--- src/rtl/reversible_lifo_stack_core_assert.svh ---
// Assertion macros shared by the stack core RTL.
// Depends on nothing; compiles to empty bodies when SYNTHESIS is defined.
`ifndef REVERSIBLE_LIFO_STACK_CORE_ASSERT_SVH
`define REVERSIBLE_LIFO_STACK_CORE_ASSERT_SVH
`ifndef SYNTHESIS
// Check a property while out of reset.
`define RLSC_ASSERT(label, clk, rstn, prop, msg) \
    label: assert property (@(posedge clk) disable iff (!rstn) prop) else $error(msg);
// Check a property at every edge, reset included.
`define RLSC_ASSERT_ALWAYS(label, clk, prop, msg) \
    label: assert property (@(posedge clk) prop) else $error(msg);
`else
`define RLSC_ASSERT(label, clk, rstn, prop, msg)
`define RLSC_ASSERT_ALWAYS(label, clk, prop, msg)
`endif
`endif

--- src/rtl/rlsc_pkg.sv ---
// Shared types and constants for the reversible LIFO stack core.
// Used by reversible_lifo_stack_core; depends on nothing.
package rlsc_pkg;

    localparam int unsigned RLSC_STACK_DEPTH = 16;
    localparam int unsigned WORD_W           = 32;
    localparam int unsigned FILL_W           = 5;
    localparam int unsigned CMD_W            = 2;
    localparam int unsigned STATUS_W         = 2;
    localparam int unsigned S_TDATA_W        = 40;
    localparam int unsigned M_TDATA_W        = 40;

    typedef enum logic [CMD_W-1:0] {
        CMD_PUSH    = 2'd0,
        CMD_POP     = 2'd1,
        CMD_PEEK    = 2'd2,
        CMD_REVERSE = 2'd3
    } cmd_t;

    typedef enum logic [STATUS_W-1:0] {
        ST_OK    = 2'd0,
        ST_FULL  = 2'd1,
        ST_EMPTY = 2'd2
    } status_t;

    typedef enum logic [6:0] {
        S_IDLE  = 7'b0000001,
        S_RDATA = 7'b0000010,
        S_REV_A = 7'b0000100,
        S_REV_B = 7'b0001000,
        S_REV_C = 7'b0010000,
        S_REV_D = 7'b0100000,
        S_DONE  = 7'b1000000
    } state_t;

endpackage

--- src/rtl/rlsc_ram.sv ---
// Generic single-write, single-read RAM with a registered read port.
// Depends on nothing; contents are undefined until written.
module rlsc_ram #(
    parameter int unsigned WIDTH = 32,
    parameter int unsigned DEPTH = 16
) (
    input  logic                     clk,
    input  logic                     wr_en,
    input  logic [$clog2(DEPTH)-1:0] wr_addr,
    input  logic [WIDTH-1:0]         wr_data,
    input  logic                     rd_en,
    input  logic [$clog2(DEPTH)-1:0] rd_addr,
    output logic [WIDTH-1:0]         rd_data
);

    logic [WIDTH-1:0] mem [DEPTH];
    logic [WIDTH-1:0] rd_data_reg;

    // Write port
    always_ff @(posedge clk) begin
        if (wr_en) begin
            mem[wr_addr] <= wr_data;
        end
    end

    // Registered read port
    always_ff @(posedge clk) begin
        if (rd_en) begin
            rd_data_reg <= mem[rd_addr];
        end
    end

    assign rd_data = rd_data_reg;

endmodule

--- src/rtl/reversible_lifo_stack_core.sv ---
// Channel  | Dir | tdata fields, low bit up
// s_axis   | in  | command[1:0], push_value[33:2], zero pad [39:34]
// m_axis   | out | read_value[31:0], status[33:32], fill_level[38:34], zero pad [39]
//
// Push goes straight from accept to S_DONE; pop and peek first pass S_RDATA for
// the registered RAM read. A push refused on a full stack, or a pop or peek
// refused on an empty one, goes straight to S_DONE, as does reverse on n < 2;
// else each pair swap takes two reads and two writes on the single RAM port pair.
// Reset clears the fill count and the control state; the RAM is not cleared.
// A finished result waits in the output register; a stalled m_tready holds the
// block in its final step after the next beat has already been taken.
`include "reversible_lifo_stack_core_assert.svh"

module reversible_lifo_stack_core import rlsc_pkg::*; #(
    parameter int unsigned STACK_DEPTH = RLSC_STACK_DEPTH
) (
    input  logic                 aclk,
    input  logic                 aresetn,
    input  logic                 s_tvalid,
    output logic                 s_tready,
    input  logic [S_TDATA_W-1:0] s_tdata,   // command[1:0], push_value[33:2]
    output logic                 m_tvalid,
    input  logic                 m_tready,
    output logic [M_TDATA_W-1:0] m_tdata    // read_value[31:0], status[33:32],
                                            // fill_level[38:34]
);

    localparam int unsigned ADDR_W = $clog2(STACK_DEPTH);
    localparam int unsigned CNT_W  = $clog2(STACK_DEPTH + 1);
    localparam int unsigned PTR_W  = ADDR_W + 1;

    // Control state
    state_t             state_reg,   state_next;
    logic [CNT_W-1:0]   count_reg,   count_next;
    logic               m_tvalid_reg, m_tvalid_next;

    // Payload state
    logic [ADDR_W-1:0]  lo_reg,      lo_next;
    logic [ADDR_W-1:0]  hi_reg,      hi_next;
    logic [WORD_W-1:0]  held_reg,    held_next;
    logic [WORD_W-1:0]  res_value_reg, res_value_next;
    status_t            res_status_reg, res_status_next;
    logic [M_TDATA_W-1:0] m_tdata_reg, m_tdata_next;

    // RAM port signals
    logic               ram_wr_en;
    logic [ADDR_W-1:0]  ram_wr_addr;
    logic [WORD_W-1:0]  ram_wr_data;
    logic               ram_rd_en;
    logic [ADDR_W-1:0]  ram_rd_addr;
    logic [WORD_W-1:0]  ram_rd_data;

    cmd_t               in_cmd;
    logic [WORD_W-1:0]  in_value;
    logic               s_fire;
    logic               stack_full;
    logic               stack_empty;
    logic               out_free;
    logic               more_pairs;

    rlsc_ram #(
        .WIDTH (WORD_W),
        .DEPTH (STACK_DEPTH)
    ) u_entry_ram (
        .clk     (aclk),
        .wr_en   (ram_wr_en),
        .wr_addr (ram_wr_addr),
        .wr_data (ram_wr_data),
        .rd_en   (ram_rd_en),
        .rd_addr (ram_rd_addr),
        .rd_data (ram_rd_data)
    );

    // Decode the input beat and stack status
    assign in_cmd      = cmd_t'(s_tdata[CMD_W-1:0]);
    assign in_value    = s_tdata[CMD_W +: WORD_W];
    assign s_tready    = (state_reg == S_IDLE);
    assign s_fire      = s_tvalid && s_tready;
    assign stack_full  = (count_reg == CNT_W'(STACK_DEPTH));
    assign stack_empty = (count_reg == '0);
    assign out_free    = !m_tvalid_reg || m_tready;
    assign more_pairs  = ({1'b0, lo_reg} + PTR_W'(2)) < {1'b0, hi_reg};

    // Sequencer: accept, read, swap pairs, hand off the result
    always_comb begin
        state_next      = state_reg;
        count_next      = count_reg;
        m_tvalid_next   = m_tvalid_reg;
        lo_next         = lo_reg;
        hi_next         = hi_reg;
        held_next       = held_reg;
        res_value_next  = res_value_reg;
        res_status_next = res_status_reg;
        m_tdata_next    = m_tdata_reg;
        ram_wr_en       = 1'b0;
        ram_wr_addr     = lo_reg;
        ram_wr_data     = ram_rd_data;
        ram_rd_en       = 1'b0;
        ram_rd_addr     = lo_reg;

        // Drop the output beat once taken
        if (m_tvalid_reg && m_tready) begin
            m_tvalid_next = 1'b0;
        end

        case (state_reg)
            S_IDLE: begin
                if (s_fire) begin
                    res_value_next  = '0;
                    res_status_next = ST_OK;
                    state_next      = S_DONE;
                    case (in_cmd)
                        CMD_PUSH: begin
                            if (stack_full) begin
                                res_status_next = ST_FULL;
                            end else begin
                                ram_wr_en   = 1'b1;
                                ram_wr_addr = count_reg[ADDR_W-1:0];
                                ram_wr_data = in_value;
                                count_next  = count_reg + 1'b1;
                            end
                        end
                        CMD_POP, CMD_PEEK: begin
                            if (stack_empty) begin
                                res_value_next  = '1;
                                res_status_next = ST_EMPTY;
                            end else begin
                                ram_rd_en   = 1'b1;
                                ram_rd_addr = ADDR_W'(count_reg - 1'b1);
                                state_next  = S_RDATA;
                                if (in_cmd == CMD_POP) begin
                                    count_next = count_reg - 1'b1;
                                end
                            end
                        end
                        default: begin
                            // Reverse: walk pairs inward when two or more entries
                            if (count_reg > CNT_W'(1)) begin
                                lo_next    = '0;
                                hi_next    = ADDR_W'(count_reg - 1'b1);
                                state_next = S_REV_A;
                            end
                        end
                    endcase
                end
            end
            S_RDATA: begin
                res_value_next = ram_rd_data;
                state_next     = S_DONE;
            end
            S_REV_A: begin
                ram_rd_en   = 1'b1;
                ram_rd_addr = lo_reg;
                state_next  = S_REV_B;
            end
            S_REV_B: begin
                // Hold the low entry, fetch the high one
                held_next   = ram_rd_data;
                ram_rd_en   = 1'b1;
                ram_rd_addr = hi_reg;
                state_next  = S_REV_C;
            end
            S_REV_C: begin
                ram_wr_en   = 1'b1;
                ram_wr_addr = lo_reg;
                ram_wr_data = ram_rd_data;
                state_next  = S_REV_D;
            end
            S_REV_D: begin
                ram_wr_en   = 1'b1;
                ram_wr_addr = hi_reg;
                ram_wr_data = held_reg;
                if (more_pairs) begin
                    lo_next    = lo_reg + 1'b1;
                    hi_next    = hi_reg - 1'b1;
                    state_next = S_REV_A;
                end else begin
                    state_next = S_DONE;
                end
            end
            S_DONE: begin
                // Load the output register when it is free
                if (out_free) begin
                    m_tdata_next  = {{(M_TDATA_W - WORD_W - STATUS_W - FILL_W){1'b0}},
                                     FILL_W'(count_reg), res_status_reg, res_value_reg};
                    m_tvalid_next = 1'b1;
                    state_next    = S_IDLE;
                end
            end
            default: begin
                state_next = S_IDLE;
            end
        endcase
    end

    // Control registers
    always_ff @(posedge aclk) begin
        if (!aresetn) begin
            state_reg    <= S_IDLE;
            count_reg    <= '0;
            m_tvalid_reg <= 1'b0;
        end else begin
            state_reg    <= state_next;
            count_reg    <= count_next;
            m_tvalid_reg <= m_tvalid_next;
        end
    end

    // Payload registers
    always_ff @(posedge aclk) begin
        lo_reg         <= lo_next;
        hi_reg         <= hi_next;
        held_reg       <= held_next;
        res_value_reg  <= res_value_next;
        res_status_reg <= res_status_next;
        m_tdata_reg    <= m_tdata_next;
    end

    assign m_tvalid = m_tvalid_reg;
    assign m_tdata  = m_tdata_reg;

    `RLSC_ASSERT(a_count_bound, aclk, aresetn, count_reg <= CNT_W'(STACK_DEPTH), "fill count above depth")
    `RLSC_ASSERT(a_count_only_on_accept, aclk, aresetn, !s_fire |=> $stable(count_reg), "fill count moved without a beat")
    `RLSC_ASSERT(a_push_grows, aclk, aresetn, (s_fire && in_cmd == CMD_PUSH && !stack_full) |=> count_reg == $past(count_reg) + 1'b1, "push did not grow the stack")
    `RLSC_ASSERT(a_swap_order, aclk, aresetn, (state_reg == S_REV_A || state_reg == S_REV_D) |-> lo_reg < hi_reg, "swap pointers crossed")
    `RLSC_ASSERT_ALWAYS(a_reset_idle, aclk, !aresetn |=> (state_reg == S_IDLE && !m_tvalid_reg), "reset did not idle the core")

endmodule

--- config.mk ---
export PLATFORM = sky130hd
export DESIGN_NAME = reversible_lifo_stack_core
export DESIGN_NICKNAME = d
export VERILOG_FILES = /design/src/rtl/rlsc_pkg.sv /design/src/rtl/rlsc_ram.sv /design/src/rtl/reversible_lifo_stack_core.sv
export VERILOG_INCLUDE_DIRS = /design/src /design/src/rtl
export SDC_FILE = /design/constraint.sdc
export NUM_CORES = 1
export LEC_CHECK = 0
export BUFFER_PORTS_ARGS = -buffer_cell sky130_fd_sc_hd__buf_2
export CORE_MARGIN = 2
export CORE_UTILIZATION = 55
export CTS_CLUSTER_DIAMETER = 30
export DETAILED_ROUTE_END_ITERATION = 8
export PLACE_DENSITY = 0.72
export REMOVE_ABC_BUFFERS = 1
export SLEW_MARGIN = 40
export SYNTH_ARGS = -nofsm -noshare
export SYNTH_HDL_FRONTEND = slang
export SYNTH_SLANG_ARGS = --single-unit
--- constraint.sdc ---
create_clock -name aclk -period 8.8 [get_ports aclk]
set_input_delay 1.76 -clock aclk [delete_from_list [all_inputs] [get_ports aclk]]
set_output_delay 1.76 -clock aclk [all_outputs]
set_load 0.03 [all_outputs]
# After elaboration in Yosys (flattened, before gate mapping)
# Memory sizes are Yosys's and may differ from the RTL's. A register that Yosys moved wholly into a read port is not among the register bits.
# Cells that the tools add are included.
[totals] elab_cells=107 in_bits=44 memories=1 ram_bits=512 ff_bits=126 out_inout_bits=42
[memory_table] memory="u_entry_ram.mem" words=16 width=32 rd=1 rd_clocked_by_memory_dff=1 wr=1 line="rlsc_ram.sv:16" text="logic [WIDTH-1:0] mem [DEPTH];"
[classes] reduce_logical=19 addsub=5 n_eq_ne=18 order_cmp=2 muxes=53
[op_table] cell="$mux W32" count=6
[op_table] cell="$pmux W32 S2" count=2
[op_table] cell="$mux W4" count=14
[op_table] cell="$pmux W7 S7" count=1
[op_table] cell="$mux W7" count=5
[op_table] cell="$pmux W4 S2" count=4
[op_table] cell="$mux W5" count=3
[op_table] cell="$pmux W7 S2" count=1
[op_table] cell="$mux W1" count=12
[op_table] cell="$ne A2 B2 Y1 const B" count=6
[op_table] cell="$pmux W5 S2" count=1
[op_table] cell="$reduce_and A2 Y1" count=4
[op_table] cell="$eq A7 B1 Y1 const B" count=1
[op_table] cell="$eq A7 B2 Y1 const B" count=1
[op_table] cell="$eq A7 B3 Y1 const B" count=1
[op_table] cell="$eq A7 B4 Y1 const B" count=1
[op_table] cell="$eq A7 B5 Y1 const B" count=1
[op_table] cell="$eq A7 B6 Y1 const B" count=1
[op_table] cell="$eq A7 B7 Y1 const B" count=1
[op_table] cell="$reduce_and A6 Y1" count=1
[op_table] cell="$reduce_bool A2 Y1" count=3
[op_table] cell="$reduce_or A2 Y1" count=3
[op_table] cell="$add A4 B2 Y5 const B" count=1
[op_table] cell="$add A5 B1 Y5 const B" count=1
[op_table] cell="other kinds (19)" count=22

# Longest topological paths before layout
[depth] ltp_word=7 ltp_mapped=11 ltp_nobuf=9

# Cells and area by module
# Synthesis repeated with hierarchy kept, for this count alone.
[unflattened] hier_cells=1264 area_unflattened_um2=26062.5
[by_module_without_submodules] module="rlsc_ram" cells_per_inst=838 n_inst=1 area_each_um2=20155.6 seq_area_each_um2=16335.7
[by_module_without_submodules] module="reversible_lifo_stack_core" cells_per_inst=426 n_inst=1 area_each_um2=5906.9 seq_area_each_um2=3653.5

# Least setup slack after synthesis
# Ideal clock, no wire load.
[synth_path] path_kind="input-to-reg" from="input port s_tdata[0]" to="memory u_entry_ram.mem[11][0], enable pin" stages=7 slack_ns=4.000 setup_ns=0.421 t_required_ns=8.379 arrival_ns=4.379 cell_sequence="inv_1 -> ha_1 -> and3_1 -> o21ai_1 -> a222oi_1 -> or2_2 -> nor2_1"
[synth_via] elab_chain_len=6
[synth_rtl] item="start: declaration" line="reversible_lifo_stack_core.sv:21" text="input logic [S_TDATA_W-1:0] s_tdata,"
[synth_rtl] item="$logic_not A2 Y1 *" line="reversible_lifo_stack_core.sv:112" text="case (in_cmd)"
[synth_rtl] item="$mux W1" line="reversible_lifo_stack_core.sv:112"
[synth_rtl] item="$mux W1" line="reversible_lifo_stack_core.sv:108" text="if (s_fire) begin"
[synth_rtl] item="$pmux W1 S2" line="reversible_lifo_stack_core.sv:106" text="case (state_reg)"
[synth_rtl] item="$mux W1" line="rlsc_ram.sv:21" text="if (wr_en) begin"
[synth_rtl] item="$mux W1 (not written as such)" line="rlsc_ram.sv:22" text="mem[wr_addr] <= wr_data;"
[synth_rtl] item="end: declaration" line="rlsc_ram.sv:16"
# Every way passes the cells marked *; elsewhere a longest branch is shown, timed or not.

# Final worst setup path
[layout_path] from="input port s_tdata[0]" to="register u_entry_ram.rd_data_reg[26], in the netlist u_entry_ram.rd_data[26] (read register of u_entry_ram.mem), data pin"
[layout_via] elab_chain_len=5
[layout_rtl] item="$eq A2 B1 Y1 / $eq A2 B2 Y1 (equally long branches)" line="reversible_lifo_stack_core.sv:112"
[layout_rtl] item="$reduce_or A2 Y1 *" line="reversible_lifo_stack_core.sv:112"
[layout_rtl] item="$mux W4 / $mux W1 (equally long branches)" line="reversible_lifo_stack_core.sv:112"
[layout_rtl] item="$mux W4 / $mux W1 (equally long branches)" line="reversible_lifo_stack_core.sv:108"
[layout_rtl] item="$pmux W4 S2 / $pmux W1 S2 (equally long branches)" line="reversible_lifo_stack_core.sv:106"
[layout_rtl] item="end: declaration" line="rlsc_ram.sv:17" text="logic [WIDTH-1:0] rd_data_reg;"
# Marks and branches as above.
# A chain may end at the register's enable or synchronous reset.

==> summary.md <==
| Metric | Value |
|---|---|
| Routability cong. | `0.809` |
| Slowest library cell on the worst path | `sky130_fd_sc_hd__buf_4` |
| Remaining Overflow, GRT | `0` |
| Number of global-route vias before repair | `16.2k` |
| Number of buffers inserted by port buffering | `78` |
| Max Root-Sink Buffers | `3` |
| Cell-by-cell trace of the critical path | `buf_2, inv_1, ha_1, nand4_4, nand3_4, and2_4, buf_4, mux2i_1, a221oi_1, or3_1` |
| Crit path buffers/inverters | `3` |
| Clock input transition at the sequential cells of the worst setup and hold paths | `0.05 ns` |
| Total non-filler cell area in the finished layout | `32200 um^2` |
| Routed Antenna Nets | `0` |
| Hold bufs inserted after CTS | `0` |
| Power per standard cell area | `392 nW/um^2` |
| Post-layout net count | `1858` |
| Pin count of the biggest net entering global routing | `109` |
| Wirelength per Cell | `24.6 um` |
| Number of buffers inserted during clock tree synthesis | `117` |
| Class of the most critical hold timing path | `reg -> reg` |
| Type of destination of the critical path | `register` |
| Per-instance average area after synthesis | `15.9 um^2` |
| Number of DRC markers in iteration 0 | `1743` |
| Pins Over Slew Limit | `0` |
| Seq cells post-synth | `670` |
| Initial Util | `55.4%` |
| Critical path launch point type | `primary input` |
| Number of antenna violations at the first check in global routing | `0` |
| Unrepaired setup endpoints after global routing | `false` |
| Final core area utilization | `66.0%` |
| Worst clock skew on the final layout | `0.0399 ns` |
| Number of cells on the worst reg-to-reg path | `11` |
| Core Area | `48700 um^2` |
| Worst-Margin Slew | `0.853 ns` |
| 1st-pass router iterations | `6` |
| Most used flip-flop cell after synthesis | `sky130_fd_sc_hd__edfxtp_1` |
| IR drop worst, VDD | `0.259 mV` |
| Post-synthesis sequential area ratio | `74.0%` |
| Fmax | `0.194 GHz` |
| Signed area change from the synthesized netlist to the final layout | `19.1%` |
| EDFF count, synth | `657` |
| Post-Synthesis Cells | `1696` |
| Antenna Diode Count | `0` |
| Setup bufs post-CTS | `0` |
| Die area | `50900 um^2` |
| Clock root cell | `sky130_fd_sc_hd__clkbuf_16` |
| DRC violation count after routing | `0` |
| Width of the chip | `226 um` |
| Worst slew margin relative to its limit | `43.1%` |
| Cell area after placement | `28100 um^2` |
| Average via count per standard cell | `6.25` |
| Fraction of registers with async set/reset | `0%` |
| Detailed placer's ending HPWL | `31500 um` |
| Area fraction of the dominant cell type after synthesis | `73.0%` |
| GRT Util Overall | `25.1%` |
| Worst reg2reg setup slack | `4.13 ns` |
| Synth area leader | `sky130_fd_sc_hd__edfxtp_1` |
| Family with the most delay on the worst path | `simple AND/OR/NAND/NOR gates` |
| TritonCTS clock tree | `done` |
| Post-Synthesis Cell Area | `27000 um^2` |
| Biggest area contributors in the synthesized netlist | `sky130_fd_sc_hd__edfxtp_1 73%, sky130_fd_sc_hd__and3_1 3.0%, sky130_fd_sc_hd__mux2i_1 2.5%` |
| Final WL | `63200 um` |
| Number of clock sinks | `670` |
| Std-Cell Rows | `81` |
| Outcome | `finished clean` |
| Depth of the worst hold-timing path | `0` |
| Fin. Hold Viols | `0` |
| Clk Latency, worst-skew pair | `0.65 ns` |
| Routed via count | `16.1k` |
| Req. time, crit path | `9.17 ns` |
| Count of max-cap constraint violations | `0` |
| CTS H-Tree Depth | `3` |
| Number of primary I/O pins | `86` |
| Die Y | `226 um` |
| Layout cells sized above 1 | `20.5%` |
| First-pass GRT wire length | `95500 um` |
| # setup viols final | `0` |
| Maximum cell stage delay along the critical path | `0.66 ns` |
| Post-Route Hold Slack | `0.412 ns` |
| Data arrival time at the worst-slack endpoint | `5.53 ns` |
| Number of flip-flops in the largest register | `512` |
| Number of standard cells in the layout, taps in and fillers out | `2566` |
| Type of the worst setup path | `in -> reg` |
| Worst path depth | `10` |
| Final cycle utilization of the critical path | `58.6%` |
| Yosys warns | `0` |
| Post-cts repair resize count | `0` |
| Cell count after placement | `2346` |
| Critical path peak fanout | `55` |
| Min Clock Period, post-route | `5.16 ns` |
| Final sum of negative setup slack | `0 ns` |
| Leakage power | `11.6 nW` |
| Number of unique standard cell types used by synthesis | `61` |
final cells by class:
class | count | area [um^2]
Multi-Input combinational cell | 847 | 6380
Timing Repair Buffer | 116 | 734
Clock inverter | 92 | 1050
Inverter | 49 | 184
Clock buffer | 128 | 3010
Sequential cell | 670 | 20000
Tap cell | 664 | 831
Fill cell | 3215 | 16600
synth_stat cells (3+ instances only):
cell type and count:
sky130_fd_sc_hd__a222oi_1 35, sky130_fd_sc_hd__a221oi_1 64, sky130_fd_sc_hd__mux2i_1 67, sky130_fd_sc_hd__dfxtp_1 13, sky130_fd_sc_hd__buf_1 6, sky130_fd_sc_hd__nand3_1 7, sky130_fd_sc_hd__nor4_1 3, sky130_fd_sc_hd__o21ai_0 7
sky130_fd_sc_hd__clkbuf_1 76, sky130_fd_sc_hd__ha_1 13, sky130_fd_sc_hd__and3_1 131, sky130_fd_sc_hd__xnor2_1 7, sky130_fd_sc_hd__or3_1 36, sky130_fd_sc_hd__nor3_1 4, sky130_fd_sc_hd__a211oi_1 69, sky130_fd_sc_hd__o32ai_1 32
sky130_fd_sc_hd__buf_4 8, sky130_fd_sc_hd__nand2_1 80, sky130_fd_sc_hd__a211oi_2 31, sky130_fd_sc_hd__xor2_1 4, sky130_fd_sc_hd__or2_2 4, sky130_fd_sc_hd__o31ai_1 32, sky130_fd_sc_hd__and2_1 3, sky130_fd_sc_hd__nor2_1 34
sky130_fd_sc_hd__nand2b_1 10, sky130_fd_sc_hd__a21oi_1 78, sky130_fd_sc_hd__a21o_1 32, sky130_fd_sc_hd__inv_1 48, sky130_fd_sc_hd__buf_6 20, sky130_fd_sc_hd__a21boi_0 30, sky130_fd_sc_hd__buf_2 19, sky130_fd_sc_hd__a21boi_1 3
sky130_fd_sc_hd__edfxtp_1 657
logic make-up (layout without fill, tap and decap cells):
logic type	after synthesis	count (layout)	synth area share, %
other	1	1	0.0139
DFF	670	670	74.0
muxes	67	67	2.48
AOI/OAI and AO/OA	425	425	12.5
and+or+nand+nor	330	330	6.85
adders and majority gates	13	13	0.602
buffers and inverters	179	385	3.26
xor gates and xnor gates	11	11	0.357
cell usage in the layout, fill, tap and decap left out, types with 9 or more instances in the layout:
cell,count
sky130_fd_sc_hd__clkinv_1,11
sky130_fd_sc_hd__clkinvlp_4,14
sky130_fd_sc_hd__nand2_1,79
sky130_fd_sc_hd__clkbuf_16,119
sky130_fd_sc_hd__inv_1,48
sky130_fd_sc_hd__nor2_4,18
sky130_fd_sc_hd__a21oi_1,78
sky130_fd_sc_hd__a21o_1,32
sky130_fd_sc_hd__clkinv_4,13
sky130_fd_sc_hd__buf_2,78
sky130_fd_sc_hd__buf_4,32
sky130_fd_sc_hd__bufinv_16,17
sky130_fd_sc_hd__edfxtp_1,657
sky130_fd_sc_hd__or3_1,36
sky130_fd_sc_hd__clkbuf_1,9
sky130_fd_sc_hd__o32ai_1,32
sky130_fd_sc_hd__mux2i_1,67
sky130_fd_sc_hd__a222oi_1,35
sky130_fd_sc_hd__a21boi_0,30
sky130_fd_sc_hd__clkinv_2,20
sky130_fd_sc_hd__and3_1,130
sky130_fd_sc_hd__nor2_1,16
sky130_fd_sc_hd__a211oi_2,31
sky130_fd_sc_hd__ha_1,13
sky130_fd_sc_hd__dfxtp_1,13
sky130_fd_sc_hd__nand2b_1,9
sky130_fd_sc_hd__a221oi_1,64
sky130_fd_sc_hd__inv_6,13
sky130_fd_sc_hd__a211oi_1,68
sky130_fd_sc_hd__o31ai_1,32
worst paths after layout:
path | endpoint | from
setup / recovery | u_entry_ram.rd_data[26] | s_tdata[0]
hold / removal | m_tdata[19] | res_value_reg[19]
setup reg to reg | u_entry_ram.rd_data[26] | count_reg[0]
hold reg to reg | m_tdata[19] | res_value_reg[19]
per-layer routing:
metal  share of wire (%)  up-vias  global-route usage [%]
li1                    -     7088                       -
met1                  41     8083                    34.4
met2                  49      758                    41.1
met3                 7.6      121                    4.05
met4                 2.4        0                    9.27
met5                   0        -                       0
where the power goes:
part,switching [mW],leakage [nW],internal [mW]
Clock,1.57,1.96,2.98
Combinational,2.46,3.57,1.09
Sequential,0.130,6.08,4.38
Total,4.16,11.6,8.45
stage by stage:
stage | power [mW] | setup slack, ns
3_3_place_gp | 7.89 | 2.93
5_1_grt | 13.1 | 3.47
3_5_place_dp | 8.06 | 3.07
2_1_floorplan | 6.89 | -0.827
4_1_cts | 12.6 | 3.69
6_report | 12.6 | 3.64
Note: power is estimated with default switching activity, not from simulation.
